$ cat config.mk
export PLATFORM = sky130hd
export DESIGN_NAME = radix_text_to_integer
export DESIGN_NICKNAME = d
export VERILOG_FILES = /design/src/rtl/rtti_pkg.sv /design/src/rtl/rtti_front.sv /design/src/rtl/rtti_queue.sv /design/src/rtl/rtti_back.sv /design/src/rtl/radix_text_to_integer.sv
export VERILOG_INCLUDE_DIRS = /design/src /design/src/rtl
export SDC_FILE = /design/constraint.sdc
export NUM_CORES = 1
export LEC_CHECK = 0
export ABC_CLOCK_PERIOD_IN_PS = 9000
export BUFFER_PORTS_ARGS = -buffer_cell sky130_fd_sc_hd__clkbuf_2
export CELL_PAD_IN_SITES_DETAIL_PLACEMENT = 1
export CELL_PAD_IN_SITES_GLOBAL_PLACEMENT = 1
export CORE_MARGIN = 4
export CORE_UTILIZATION = 45
export CTS_CLUSTER_SIZE = 20
export DETAILED_ROUTE_END_ITERATION = 12
export PLACE_DENSITY = 0.77
export SYNTH_ARGS = -nofsm -noshare
export SYNTH_HDL_FRONTEND = slang
export SYNTH_SLANG_ARGS = --single-unit
$ cat constraint.sdc
create_clock -name clk -period 9 [get_ports clk]
set_input_delay 0.45 -clock clk [delete_from_list [all_inputs] [get_ports clk]]
set_output_delay 0.45 -clock clk [all_outputs]
set_load 0.01 [all_outputs]
$ cat src/rtl/radix_text_to_integer_defines.svh
// Assertion helpers for the file that carries checks.
`ifndef RADIX_TEXT_TO_INTEGER_DEFINES_SVH
`define RADIX_TEXT_TO_INTEGER_DEFINES_SVH

// Consequent must hold in the same cycle as the antecedent.
`define RTTI_ASSERT_SAME(label, clk, rst_n, ante, cons, msg) \
    label: assert property (@(posedge clk) disable iff (!rst_n) (ante) |-> (cons)) \
        else $error(msg);

// Consequent must hold in the cycle after the antecedent.
`define RTTI_ASSERT_NEXT(label, clk, rst_n, ante, cons, msg) \
    label: assert property (@(posedge clk) disable iff (!rst_n) (ante) |=> (cons)) \
        else $error(msg);

`endif

$ cat src/rtl/rtti_pkg.sv
package rtti_pkg;

    // Core widths of the parser.
    localparam int VALUE_WIDTH  = 64;
    localparam int OFFSET_WIDTH = 16;
    localparam int RADIX_WIDTH  = 6;
    localparam int CHAR_WIDTH   = 8;
    localparam int DIGIT_WIDTH  = 6;
    localparam int PROD_WIDTH   = VALUE_WIDTH + RADIX_WIDTH;

    // Widths of the result ports.
    localparam int OUT_VALUE_WIDTH  = 64;
    localparam int OUT_OFFSET_WIDTH = 16;

    // Queue between the classifier and the execution stage; depth of at least two.
    localparam int QUEUE_DEPTH = 2;
    localparam int QPTR_WIDTH  = $clog2(QUEUE_DEPTH);
    localparam int QCNT_WIDTH  = $clog2(QUEUE_DEPTH + 1);

    // Configuration port.
    localparam int ADDR_WIDTH = 3;
    localparam int DATA_WIDTH = 32;
    localparam logic [ADDR_WIDTH-3:0] REG_RADIX = '0;
    localparam logic [RADIX_WIDTH-1:0] RADIX_RESET = 6'd10;
    localparam logic [RADIX_WIDTH-1:0] RADIX_MAX   = 6'd36;

    // Character codes.
    localparam logic [CHAR_WIDTH-1:0] CHAR_SPACE = 8'h20;
    localparam logic [CHAR_WIDTH-1:0] CHAR_MINUS = 8'h2D;
    localparam logic [CHAR_WIDTH-1:0] CHAR_PLUS  = 8'h2B;
    localparam logic [CHAR_WIDTH-1:0] CHAR_0     = 8'h30;
    localparam logic [CHAR_WIDTH-1:0] CHAR_9     = 8'h39;
    localparam logic [CHAR_WIDTH-1:0] CHAR_UA    = 8'h41;
    localparam logic [CHAR_WIDTH-1:0] CHAR_UZ    = 8'h5A;
    localparam logic [CHAR_WIDTH-1:0] CHAR_LA    = 8'h61;
    localparam logic [CHAR_WIDTH-1:0] CHAR_LZ    = 8'h7A;
    localparam logic [DIGIT_WIDTH-1:0] DIGIT_TEN  = 6'd10;
    localparam logic [DIGIT_WIDTH-1:0] DIGIT_NONE = 6'd36;

    // Class of one character as seen by the execution stage.
    typedef enum logic [2:0] {
        CLS_SPACE,
        CLS_MINUS,
        CLS_PLUS,
        CLS_DIGIT,
        CLS_END
    } char_class_t;

    // Parse phase.
    typedef enum logic [1:0] {
        PH_SKIP,
        PH_SIGN,
        PH_DIGITS,
        PH_DONE
    } phase_t;

    // One classified word in the queue, with the radix it was classified under.
    typedef struct packed {
        logic                   start;
        char_class_t            cls;
        logic [DIGIT_WIDTH-1:0] digit;
        logic [RADIX_WIDTH-1:0] base;
    } item_t;

    // Queue status seen by the producer and the consumer.
    typedef struct packed {
        logic full;
        logic empty;
    } q_status_t;

endpackage

$ cat src/rtl/rtti_front.sv
module rtti_front (
    input  logic [rtti_pkg::CHAR_WIDTH-1:0]  ch,
    input  logic                             start_req,
    input  logic [rtti_pkg::RADIX_WIDTH-1:0] radix,
    output rtti_pkg::item_t                  item
);

    // Digit value of a character, or DIGIT_NONE when it is not a digit.
    function automatic logic [rtti_pkg::DIGIT_WIDTH-1:0] digit_of(
        input logic [rtti_pkg::CHAR_WIDTH-1:0] c
    );
        logic [rtti_pkg::DIGIT_WIDTH-1:0] d;
        begin
            d = rtti_pkg::DIGIT_NONE;
            if (c >= rtti_pkg::CHAR_0 && c <= rtti_pkg::CHAR_9)
            begin
                d = rtti_pkg::DIGIT_WIDTH'(c - rtti_pkg::CHAR_0);
            end
            else if (c >= rtti_pkg::CHAR_UA && c <= rtti_pkg::CHAR_UZ)
            begin
                d = rtti_pkg::DIGIT_WIDTH'(c - rtti_pkg::CHAR_UA) + rtti_pkg::DIGIT_TEN;
            end
            else if (c >= rtti_pkg::CHAR_LA && c <= rtti_pkg::CHAR_LZ)
            begin
                d = rtti_pkg::DIGIT_WIDTH'(c - rtti_pkg::CHAR_LA) + rtti_pkg::DIGIT_TEN;
            end
            return d;
        end
    endfunction

    logic [rtti_pkg::RADIX_WIDTH-1:0] base;
    logic [rtti_pkg::DIGIT_WIDTH-1:0] digit;
    logic                             digit_ok;

    // Radix above the largest digit acts like the largest radix.
    assign base  = (radix > rtti_pkg::RADIX_MAX) ? rtti_pkg::RADIX_MAX : radix;
    assign digit = digit_of(ch);

    // A NUL decodes as no digit, so it can never pass this compare.
    assign digit_ok = (base >= rtti_pkg::RADIX_WIDTH'(2)) && (digit < base);

    // Classify the character; a digit outside the radix ends the parse.
    always_comb
    begin
        item.start = start_req;
        item.digit = digit;
        item.base  = base;
        priority if (ch == rtti_pkg::CHAR_SPACE)
        begin
            item.cls = rtti_pkg::CLS_SPACE;
        end
        else if (ch == rtti_pkg::CHAR_MINUS)
        begin
            item.cls = rtti_pkg::CLS_MINUS;
        end
        else if (ch == rtti_pkg::CHAR_PLUS)
        begin
            item.cls = rtti_pkg::CLS_PLUS;
        end
        else if (digit_ok)
        begin
            item.cls = rtti_pkg::CLS_DIGIT;
        end
        else
        begin
            item.cls = rtti_pkg::CLS_END;
        end
    end

endmodule

$ cat src/rtl/rtti_queue.sv
module rtti_queue (
    input  logic                 clk,
    input  logic                 rst_n,
    input  logic                 push,
    input  rtti_pkg::item_t      push_item,
    input  logic                 pop,
    output rtti_pkg::item_t      head_item,
    output rtti_pkg::q_status_t  status
);

    rtti_pkg::item_t                  entry_reg [rtti_pkg::QUEUE_DEPTH];
    logic [rtti_pkg::QPTR_WIDTH-1:0]  wr_ptr_reg, wr_ptr_next;
    logic [rtti_pkg::QPTR_WIDTH-1:0]  rd_ptr_reg, rd_ptr_next;
    logic [rtti_pkg::QCNT_WIDTH-1:0]  count_reg, count_next;

    localparam logic [rtti_pkg::QPTR_WIDTH-1:0] LAST_PTR =
        rtti_pkg::QPTR_WIDTH'(rtti_pkg::QUEUE_DEPTH - 1);
    localparam logic [rtti_pkg::QCNT_WIDTH-1:0] FULL_COUNT =
        rtti_pkg::QCNT_WIDTH'(rtti_pkg::QUEUE_DEPTH);

    // Status flags.
    assign status.full  = (count_reg == FULL_COUNT);
    assign status.empty = (count_reg == '0);
    assign head_item    = entry_reg[rd_ptr_reg];

    // Pointer and fill count update.
    always_comb
    begin
        wr_ptr_next = wr_ptr_reg;
        rd_ptr_next = rd_ptr_reg;
        count_next  = count_reg;
        if (push)
        begin
            wr_ptr_next = (wr_ptr_reg == LAST_PTR) ? '0 : wr_ptr_reg + 1'b1;
        end
        if (pop)
        begin
            rd_ptr_next = (rd_ptr_reg == LAST_PTR) ? '0 : rd_ptr_reg + 1'b1;
        end
        if (push && !pop)
        begin
            count_next = count_reg + 1'b1;
        end
        else if (pop && !push)
        begin
            count_next = count_reg - 1'b1;
        end
    end

    // Control registers.
    always_ff @(posedge clk or negedge rst_n)
    begin
        if (!rst_n)
        begin
            wr_ptr_reg <= '0;
            rd_ptr_reg <= '0;
            count_reg  <= '0;
        end
        else
        begin
            wr_ptr_reg <= wr_ptr_next;
            rd_ptr_reg <= rd_ptr_next;
            count_reg  <= count_next;
        end
    end

    // Queue storage.
    always_ff @(posedge clk)
    begin
        if (push)
        begin
            entry_reg[wr_ptr_reg] <= push_item;
        end
    end

endmodule

$ cat src/rtl/rtti_back.sv
module rtti_back (
    input  logic                                   clk,
    input  logic                                   rst_n,
    input  rtti_pkg::item_t                        head_item,
    input  logic                                   head_valid,
    output logic                                   pop,
    output logic                                   result_valid,
    input  logic                                   result_stall,
    output logic signed [rtti_pkg::OUT_VALUE_WIDTH-1:0] value,
    output logic [rtti_pkg::OUT_OFFSET_WIDTH-1:0]  end_offset,
    output logic                                   overflowed
);

    localparam int VW = rtti_pkg::VALUE_WIDTH;
    localparam int OW = rtti_pkg::OFFSET_WIDTH;
    localparam int PW = rtti_pkg::PROD_WIDTH;

    rtti_pkg::phase_t phase_reg, phase_next, phase_eff;
    logic             negative_reg, negative_next, negative_eff;
    logic [VW-1:0]    acc_reg, acc_next, acc_eff;
    logic [OW-1:0]    consumed_reg, consumed_next, consumed_eff;
    logic             wrap_reg, wrap_next, wrap_eff;

    logic             result_valid_reg, result_valid_next;
    logic signed [rtti_pkg::OUT_VALUE_WIDTH-1:0] value_reg, value_next;
    logic [rtti_pkg::OUT_OFFSET_WIDTH-1:0] end_offset_reg, end_offset_next;
    logic             overflowed_reg, overflowed_next;

    logic             active, take_space, take_sign, take_digit, finish;
    logic [PW-1:0]    product_sum;
    logic [VW-1:0]    magnitude, signed_val;
    logic [OW-1:0]    offset_raw;
    logic [31:0]      offset_wide;

    // Take the head word whenever the output register is free or draining.
    assign pop = head_valid && (!result_valid_reg || !result_stall);

    // Result word outputs.
    assign result_valid = result_valid_reg;
    assign value        = value_reg;
    assign end_offset   = end_offset_reg;
    assign overflowed   = overflowed_reg;

    // A start word clears the parse state before the character is used.
    always_comb
    begin
        if (head_item.start)
        begin
            phase_eff    = rtti_pkg::PH_SKIP;
            negative_eff = 1'b0;
            acc_eff      = '0;
            consumed_eff = '0;
            wrap_eff     = 1'b0;
        end
        else
        begin
            phase_eff    = phase_reg;
            negative_eff = negative_reg;
            acc_eff      = acc_reg;
            consumed_eff = consumed_reg;
            wrap_eff     = wrap_reg;
        end
    end

    // Decide what the popped word does.
    always_comb
    begin
        active     = pop && (phase_eff != rtti_pkg::PH_DONE);
        take_space = active && (phase_eff == rtti_pkg::PH_SKIP)
                     && (head_item.cls == rtti_pkg::CLS_SPACE);
        take_sign  = active && (phase_eff == rtti_pkg::PH_SKIP)
                     && (head_item.cls == rtti_pkg::CLS_MINUS
                         || head_item.cls == rtti_pkg::CLS_PLUS);
        take_digit = active && (head_item.cls == rtti_pkg::CLS_DIGIT);
        finish     = active && !take_space && !take_sign && !take_digit;
    end

    // One multiply-add per character; the bits above the value width flag a wrap.
    assign product_sum = PW'(acc_eff) * PW'(head_item.base) + PW'(head_item.digit);

    // Phase transitions.
    always_comb
    begin
        priority if (finish)
        begin
            phase_next = rtti_pkg::PH_DONE;
        end
        else if (take_sign)
        begin
            phase_next = rtti_pkg::PH_SIGN;
        end
        else if (take_digit)
        begin
            phase_next = rtti_pkg::PH_DIGITS;
        end
        else if (pop)
        begin
            phase_next = phase_eff;
        end
        else
        begin
            phase_next = phase_reg;
        end
    end

    // Data state and result word.
    always_comb
    begin
        negative_next = pop ? negative_eff : negative_reg;
        acc_next      = pop ? acc_eff : acc_reg;
        consumed_next = pop ? consumed_eff : consumed_reg;
        wrap_next     = pop ? wrap_eff : wrap_reg;

        if (take_sign && head_item.cls == rtti_pkg::CLS_MINUS)
        begin
            negative_next = 1'b1;
        end
        if (take_digit)
        begin
            acc_next  = product_sum[VW-1:0];
            wrap_next = wrap_eff || (product_sum[PW-1:VW] != '0);
        end
        if ((take_space || take_sign || take_digit) && (consumed_eff != '1))
        begin
            consumed_next = consumed_eff + 1'b1;
        end

        // Without digits the value and the offset are both zero.
        magnitude   = (phase_eff == rtti_pkg::PH_DIGITS) ? acc_eff : '0;
        signed_val  = negative_eff ? (VW'(0) - magnitude) : magnitude;
        offset_raw  = (phase_eff == rtti_pkg::PH_DIGITS) ? consumed_eff : '0;
        offset_wide = 32'(offset_raw);

        value_next      = value_reg;
        end_offset_next = end_offset_reg;
        overflowed_next = overflowed_reg;
        if (finish)
        begin
            value_next      = rtti_pkg::OUT_VALUE_WIDTH'($signed(signed_val));
            end_offset_next = (offset_wide > 32'h0000_FFFF)
                              ? 16'hFFFF : offset_wide[15:0];
            overflowed_next = wrap_eff;
        end

        if (finish)
        begin
            result_valid_next = 1'b1;
        end
        else if (result_stall)
        begin
            result_valid_next = result_valid_reg;
        end
        else
        begin
            result_valid_next = 1'b0;
        end
    end

    // Parse state and output registers.
    always_ff @(posedge clk or negedge rst_n)
    begin
        if (!rst_n)
        begin
            phase_reg        <= rtti_pkg::PH_SKIP;
            negative_reg     <= 1'b0;
            acc_reg          <= '0;
            consumed_reg     <= '0;
            wrap_reg         <= 1'b0;
            result_valid_reg <= 1'b0;
            value_reg        <= '0;
            end_offset_reg   <= '0;
            overflowed_reg   <= 1'b0;
        end
        else
        begin
            phase_reg        <= phase_next;
            negative_reg     <= negative_next;
            acc_reg          <= acc_next;
            consumed_reg     <= consumed_next;
            wrap_reg         <= wrap_next;
            result_valid_reg <= result_valid_next;
            value_reg        <= value_next;
            end_offset_reg   <= end_offset_next;
            overflowed_reg   <= overflowed_next;
        end
    end

endmodule

$ cat src/rtl/radix_text_to_integer.sv
`include "radix_text_to_integer_defines.svh"

// Streaming strtol-style integer parser. Characters arrive one word per cycle on the item
// channel; leading spaces are skipped, one sign may follow, and digits 0-9, A-Z and a-z
// accumulate in the radix held in the APB register at address 0 (reset 10, values above 36
// act as 36). The first NUL, non-digit or out-of-radix digit ends the string and yields one
// result word with the 64-bit value, the saturating count of consumed characters and a wrap
// flag; start_req begins a new string. The block sustains one character per cycle: a front
// classifier feeds a two-word queue, and the back stage does one 64x6 multiply-add per
// character, which sets the rate. The terminating character passes through the queue, and
// the back stage then registers its result word, unless an earlier result is still held in
// the output register; while a result is held the queue fills and the input stalls. There
// is no clearing pass after reset.
module radix_text_to_integer (
    input  logic                                    clk,
    input  logic                                    rst_n,
    // Configuration port.
    input  logic                                    psel,
    input  logic                                    penable,
    input  logic                                    pwrite,
    input  logic [rtti_pkg::ADDR_WIDTH-1:0]         paddr,
    input  logic [rtti_pkg::DATA_WIDTH-1:0]         pwdata,
    output logic [rtti_pkg::DATA_WIDTH-1:0]         prdata,
    output logic                                    pready,
    // Character channel.
    input  logic                                    item_valid,
    output logic                                    item_stall,
    input  logic [rtti_pkg::CHAR_WIDTH-1:0]         ch,
    input  logic                                    start_req,
    // Result channel.
    output logic                                    result_valid,
    input  logic                                    result_stall,
    output logic signed [rtti_pkg::OUT_VALUE_WIDTH-1:0] value,
    output logic [rtti_pkg::OUT_OFFSET_WIDTH-1:0]   end_offset,
    output logic                                    overflowed
);

    logic [rtti_pkg::RADIX_WIDTH-1:0] radix_reg, radix_next;
    logic                             reg_hit;
    rtti_pkg::item_t                  front_item, head_item;
    rtti_pkg::q_status_t              q_status;
    logic                             push, pop;

    // Register decode.
    assign pready  = 1'b1;
    assign reg_hit = (paddr[rtti_pkg::ADDR_WIDTH-1:2] == rtti_pkg::REG_RADIX);

    always_comb
    begin
        radix_next = radix_reg;
        if (psel && penable && pwrite && reg_hit)
        begin
            radix_next = pwdata[rtti_pkg::RADIX_WIDTH-1:0];
        end
        prdata = reg_hit ? rtti_pkg::DATA_WIDTH'(radix_reg) : '0;
    end

    always_ff @(posedge clk or negedge rst_n)
    begin
        if (!rst_n)
        begin
            radix_reg <= rtti_pkg::RADIX_RESET;
        end
        else
        begin
            radix_reg <= radix_next;
        end
    end

    // Input handshake goes straight into the queue.
    assign item_stall = q_status.full;
    assign push       = item_valid && !q_status.full;

    rtti_front u_front (
        .ch        (ch),
        .start_req (start_req),
        .radix     (radix_reg),
        .item      (front_item)
    );

    rtti_queue u_queue (
        .clk       (clk),
        .rst_n     (rst_n),
        .push      (push),
        .push_item (front_item),
        .pop       (pop),
        .head_item (head_item),
        .status    (q_status)
    );

    rtti_back u_back (
        .clk          (clk),
        .rst_n        (rst_n),
        .head_item    (head_item),
        .head_valid   (!q_status.empty),
        .pop          (pop),
        .result_valid (result_valid),
        .result_stall (result_stall),
        .value        (value),
        .end_offset   (end_offset),
        .overflowed   (overflowed)
    );

    // A word taken in is visible in the queue on the next cycle.
    `RTTI_ASSERT_NEXT(a_push_lands, clk, rst_n, item_valid && !item_stall, !q_status.empty, "accepted word missing from queue")
    // A held result blocks the execution stage.
    `RTTI_ASSERT_SAME(a_no_pop_on_hold, clk, rst_n, result_valid && result_stall, !pop, "word consumed while result held")
    // A wrap can only follow at least one consumed digit.
    `RTTI_ASSERT_SAME(a_wrap_has_digits, clk, rst_n, result_valid && overflowed, end_offset != '0, "wrap flagged without digits")

endmodule
==> results of run 1 <==
-- per-layer routing --
metal  track usage  up-vias  routed length, µm
li1              -     9012                  -
met1         0.365    10000              31900
met2         0.427      488              32900
met3        0.0428      113               4460
met4        0.0616        0               1520
met5             0        -                  0
-- worst register-to-register path: cells and delay by family, from the launching register on --
family,cells,cell delay (ps)
XOR/XNOR,1,200
AND/OR/NAND/NOR,2,660
multiplexers,1,690
buffers and inverters,4,540
AO/OA/AOI/OAI,9,2370
adder cells (fa/ha/maj),5,2490
flip-flops,1,320
-- where the power goes --
part	internal [mW]	total (mW)	switching, mW
clock network	0.642	1.07	0.425
registers	1.07	1.16	0.0912
logic	0.452	1.74	1.29
-- area by class of cell --
type	count	area, µm²	share of cell area
inverter	78	293	0.0118
clock inverter	11	183	0.00736
sequential	208	5370	0.216
tap	672	841	0.0339
multi-input combinational	2232	16700	0.673
timing repair buffer	136	764	0.0308
clock buffer	33	674	0.0272
-- metrics by stage --
step	power, mW	instance area [µm²]	utilization
floorplan	2.33	23000	-
global placement	2.83	24000	0.477
detailed placement	2.90	24000	0.477
CTS	3.98	24800	0.494
global route	4.20	24800	0.494
finish	3.97	24800	0.494
-- cell usage in the layout (no fill, tap or decap), types with 33 or more instances in the layout --
cell type and n:
and2_1 70, nor3_1 33, xnor2_1 62, nor2_1 406, nand2_1 418, o21ai_0 212, fa_1 252, ha_1 162
xor2_1 56, a21oi_1 123, inv_1 76, dfrtp_1 174, clkbuf_2 110
-- kinds of logic after synthesis --
group / Yosys count / share of synthesized area
compound gates: 546 / 0.144
xor+xnor: 118 / 0.0451
fa+ha+maj: 414 / 0.309
buf+inv: 244 / 0.0449
flops: 208 / 0.234
mux: 26 / 0.0120
other cells: 2 / 0.000328
simple gates: 1101 / 0.210
-- final timing paths --
path	from	end	slack, ps	cells past startpoint
worst max register to register	u_queue.rd_ptr_reg	u_back.wrap_reg	1580	22
min in group asynchronous	rst_n	u_back.end_offset[14]	440	2
worst min-delay path	start_req	u_queue.entry_reg[1][15]	100	1
worst max-delay path	u_queue.rd_ptr_reg	u_back.wrap_reg	1580	22
worst min register to register	u_back.value[9]	u_back.value[9]	480	2
max in group asynchronous	rst_n	u_back.value[40]	7170	3
==> qor.yml, run 1 <==
synth:
  ys_top_cells_by_area: "fa_1 22%, dfrtp_1 19%, ha_1 8.9%"
  netlist_instances: 2659
  postSynthAreaPerCell_um2: 8.61
  ys_async_sr_fraction: 0.846
  synth_cell_types: 75
  synth_most_common_cell: "nand2_1"
  ys_ff_latch: 208
  yosysWarningCount: 0
  ys_seq_area_frac: 0.234
  ys.flop_type: "dfrtp_1"
  synth-edff-count: 32
  synth_top_cell_area_share: 0.220
  netlist_area_mm2: 0.0229
  synthTopCellsByCount: "418 x nand2_1, 407 x nor2_1, 252 x fa_1"
  synth.largest_area_cell: "fa_1"
clock_network:
  cts_hold_buffers: 1
  numCtsBuffers: 24
  cts.sinks: 208
  cts-root-buf: "clkbuf_16"
  cts_tree: "done"
  htree_num_levels: 1
  insertion_delay_ps: 560
  postCtsResizedCells: 0
  cts_buffer_depth: 3
  post_cts_buffers: 0
  cts.clk_slew.worst_paths_ps: 60
floorplanning:
  dieArea_mm2: 0.0546
  core-area_mm2: 0.0503
  initial_core_util: 0.455
  rows: 82
  die_x_um: 234
  die_h_um: 234
  ios: 167
place:
  place_ws_ps: 1560
  dp.cells: 3325
  port_buffers: 111
  dp_hpwl_um: 55000
  gp_congestion: 0.888
status:
  outcome: "completed"
timing:
  period_needed_ps: 7420
  rsz0062_at_grt: "no"
  hold_viol_final: 0
  finalSetupTns_ps: 0
  setup_viol: 0
  clock_skew_ps: 34.1
  tightestPinTransition_ps: 1160
  slew-limit-headroom: 0.227
  fin_crit_sh: 0.825
  holdWs_ps: 99.1
  max_freq_mhz: 135
  maxSlewViolCount: 0
  timing.final.ws_setup_ps: 1580
grt:
  grt_use_total: 0.261
  antenna_found_initial: 1
  grt_pass1_vias: 21100
  grt_pass1_wl_um: 115000
  grt_max_degree: 119
  overflow: 0
pwr:
  p_per_area_mw_per_mm2: 160
  cellLeakagePower_nw: 12.1
  peakVddDrop_mv: 0.211
finish:
  num_antenna_cells: 0
  layout-drive-gt1-share: 0.0871
  nFillCells: 5954
  stdcell_count: 3370
  area_delta_synth_final_pct: 8.42
  fin_nets: 3145
worst_setup_path:
  cp-end-kind: "flop"
  cpMaxStageDelayCell: "mux2i_4"
  critical-path-top-delay-family: "adder cells"
  slowest_delay_ps: 690
  arrival_ps: 7830
  cp_max_fo: 23
  crit_top_cell: "fa_1"
  path_cells: "buf_4 -> mux2i_4 -> nand2_1 -> or2_2 -> fa_1 -> fa_1 -> inv_1 -> fa_1 -> inv_1 -> fa_1 -> inv_1 -> ha_1 -> a21oi_1 -> o21ai_0 -> a31oi_1 -> o22ai_1 -> o21ai_0 -> a21boi_0 -> a21o_1 -> a31oi_1 -> xor2_1 -> a41oi_1"
  cp-start-kind: "flop"
  required_ps: 9400
  crit_type: "reg -> reg"
  crit_buf_inv: 4
detailed_routing:
  wl_per_cell_um: 21.0
  drtIter0Drc: 1212
  vias_per_cell: 5.83
  drc: 0
  vias: 19600
  wl_um: 70800
  dr.pass1.iters: 5
  postRouteAntennaNets: 0
worst_hold_path:
  hp-class: "in -> reg"
run:
  cap_violations: 0
Power figures use the tool's default switching activity.
==> inputs of run 2 (changes only) <==
--- a/config.mk
+++ b/config.mk
@@ -6,12 +6,12 @@
 export SDC_FILE = /design/constraint.sdc
 export NUM_CORES = 1
 export LEC_CHECK = 0
-export ABC_CLOCK_PERIOD_IN_PS = 9000
+export ABC_CLOCK_PERIOD_IN_PS = 6240
 export BUFFER_PORTS_ARGS = -buffer_cell sky130_fd_sc_hd__clkbuf_2
 export CELL_PAD_IN_SITES_DETAIL_PLACEMENT = 1
 export CELL_PAD_IN_SITES_GLOBAL_PLACEMENT = 1
 export CORE_MARGIN = 4
-export CORE_UTILIZATION = 45
+export CORE_UTILIZATION = 43
 export CTS_CLUSTER_SIZE = 20
 export DETAILED_ROUTE_END_ITERATION = 12
 export PLACE_DENSITY = 0.77
==> constraint.sdc (replaced) <==
create_clock -name clk -period 6.24 [get_ports clk]
set_input_delay 0.312 -clock clk [delete_from_list [all_inputs] [get_ports clk]]
set_output_delay 0.312 -clock clk [all_outputs]
set_load 0.01 [all_outputs]
==> run 2 against run 1 <==
  * Final area up 11%
  * Critical path depth did not move
  * Flip-flop and latch count is the same
  * Cell count grew 8.8%
  * Die area grew 4.5%
  * Register-to-register slack got worse by 1400 ps
  * Clock-buffer cell count unchanged
  * Combinational power increased by 70%
  * Worst hold slack gained 0.75 ps
  * Fmax up 23%
  * Largest cell class unchanged
==> qor.yml, run 2 (synthesis results as in run 1) <==
status:
  outcome: "completed"
floorplanning:
  core-area_mm2: 0.0527
  dieArea_mm2: 0.0570
  die_h_um: 239
  rows: 84
  die_x_um: 239
  initial_core_util: 0.435
  ios: 167
worst_setup_path:
  crit_type: "reg -> reg"
  cp-end-kind: "flop"
  cpMaxStageDelayCell: "o41ai_2"
  cp-start-kind: "flop"
  slowest_delay_ps: 550
  arrival_ps: 6420
  path_cells: "mux2i_4 -> buf_4 -> buf_12 -> buf_8 -> nand2_2 -> buf_4 -> nor2_1 -> fa_1 -> fa_1 -> fa_1 -> ha_1 -> ha_1 -> nand2_1 -> o21ai_0 -> a21oi_1 -> o41ai_2 -> nor4_4 -> o31ai_1 -> buf_4 -> a21oi_1 -> xor2_1 -> o21ai_0"
  reg2reg_slack_ps: 210
  cp_max_fo: 22
  required_ps: 6630
clock_network:
  cts-root-buf: "clkbuf_16"
  insertion_delay_ps: 560
  cts.clk_slew.worst_paths_ps: 60
  cts_buffer_depth: 3
  cts.sinks: 208
  htree_num_levels: 1
  numCtsBuffers: 24
  cts_tree: "done"
detailed_routing:
  vias_per_cell: 5.75
  dr.pass1.iters: 5
  drc: 0
  wl_per_cell_um: 21.7
  postRouteAntennaNets: 0
  vias: 21100
  drtIter0Drc: 1390
  wl_um: 79400
timing:
  holdWs_ps: 99.8
  finalSetupTns_ps: 0
  hold_viol_final: 0
  slew-limit-headroom: 0.228
  fin_crit_sh: 0.966
  max_freq_mhz: 166
  period_needed_ps: 6030
  maxSlewViolCount: 0
  clock_skew_ps: 18.7
  tightestPinTransition_ps: 1160
  setup_viol: 0
  rsz0062_at_grt: "yes"
  timing.final.ws_setup_ps: 214
place:
  dp_hpwl_um: 61600
  place_ws_ps: -137
  port_buffers: 111
  gp_congestion: 0.949
grt:
  grt_pass1_wl_um: 128000
  grt_pass1_vias: 23100
  overflow: 0
  grt_max_degree: 108
  grt_use_total: 0.275
  antenna_found_initial: 2
pwr:
  p_per_area_mw_per_mm2: 223
  finalPower_mw: 6.13
  cellLeakagePower_nw: 13.6
  peakVddDrop_mv: 0.215
finish:
  layout-drive-gt1-share: 0.194
  final_util: 0.521
  fin_nets: 3426
  num_antenna_cells: 0
  final_common_cell: "nand2_1"
  area_delta_synth_final_pct: 19.9
  final_cell_mix: "411 x nand2_1, 396 x nor2_1, 277 x buf_4, 252 x fa_1, 199 x o21ai_0"
worst_hold_path:
  hp-class: "in -> reg"
run:
  cap_violations: 0
[run 2: cell count changes in the layout (fill, tap and decap cells not counted), sizes merged]
cell	before	now
clkinvlp	0	2
bufinv	4	3
dlygate4sd3	1	9
buf	25	298
clkinv	8	7
[run 2: report_power, final]
| group | internal [mW] | leakage, nW | total (mW) | switching, mW |
|---|---|---|---|---|
| combinational | 0.912 | 10.5 | 2.96 | 2.05 |
| sequential | 1.54 | 2.72 | 1.65 | 0.108 |
| clock | 0.886 | 0.399 | 1.52 | 0.630 |
[run 2: per-stage QoR]
step / instance area, µm² / instances
after floorplan: 23000 / 2684
after global placement: 26100 / 3612
after detailed placement: 26100 / 3612
after CTS: 27100 / 3666
after global routing: 27500 / 3667
final: 27500 / 3667
[run 2: critical path: cells and delay by family, from the launching register on]
family          cells  cell delay (ps)
mux                 1              300
fa+ha+maj           5             2100
buf+inv             5              910
xor+xnor            1              230
flops               1              420
compound gates      6             1450
simple gates        4              430
[run 2: final timing paths]
| kind | to | cells past startpoint | start |
|---|---|---|---|
| setup / recovery | u_back.acc_reg[61] | 22 | u_queue.rd_ptr_reg |
| hold / removal | u_queue.wr_ptr_reg | 3 | item_valid |
| setup reg to reg | u_back.acc_reg[61] | 22 | u_queue.rd_ptr_reg |
| hold reg to reg | u_back.value[48] | 2 | u_back.value[48] |
| max in group asynchronous | u_back.acc_reg[6] | 3 | rst_n |
| min in group asynchronous | u_back.end_offset[13] | 2 | rst_n |
[run 2: area by class of cell]
| class | count | area, µm² |
|---|---|---|
| Tap cell | 688 | 861 |
| Timing Repair Buffer | 417 | 3040 |
| Clock inverter | 11 | 150 |
| Clock buffer | 33 | 676 |
| Sequential cell | 208 | 5370 |
| Fill cell | 6184 | 25200 |
| Inverter | 78 | 293 |
| Multi-Input combinational cell | 2232 | 17100 |
[run 2: what timing repair did]
action	in CTS	in global routing
hold buffers	9	0
setup buffers	1	1
setup endpoints to repair	12	25
pin swaps	2	9
endpoints found under the hold margin	48	0
gates resized for setup	23	92
[run 2: routing by layer]
metal	GRT usage	routed length, µm	vias up
met5	0	0	-
met4	0.0621	1600	0
met3	0.0390	4900	122
met2	0.459	37600	611
met1	0.383	35400	10800
li1	-	-	9571
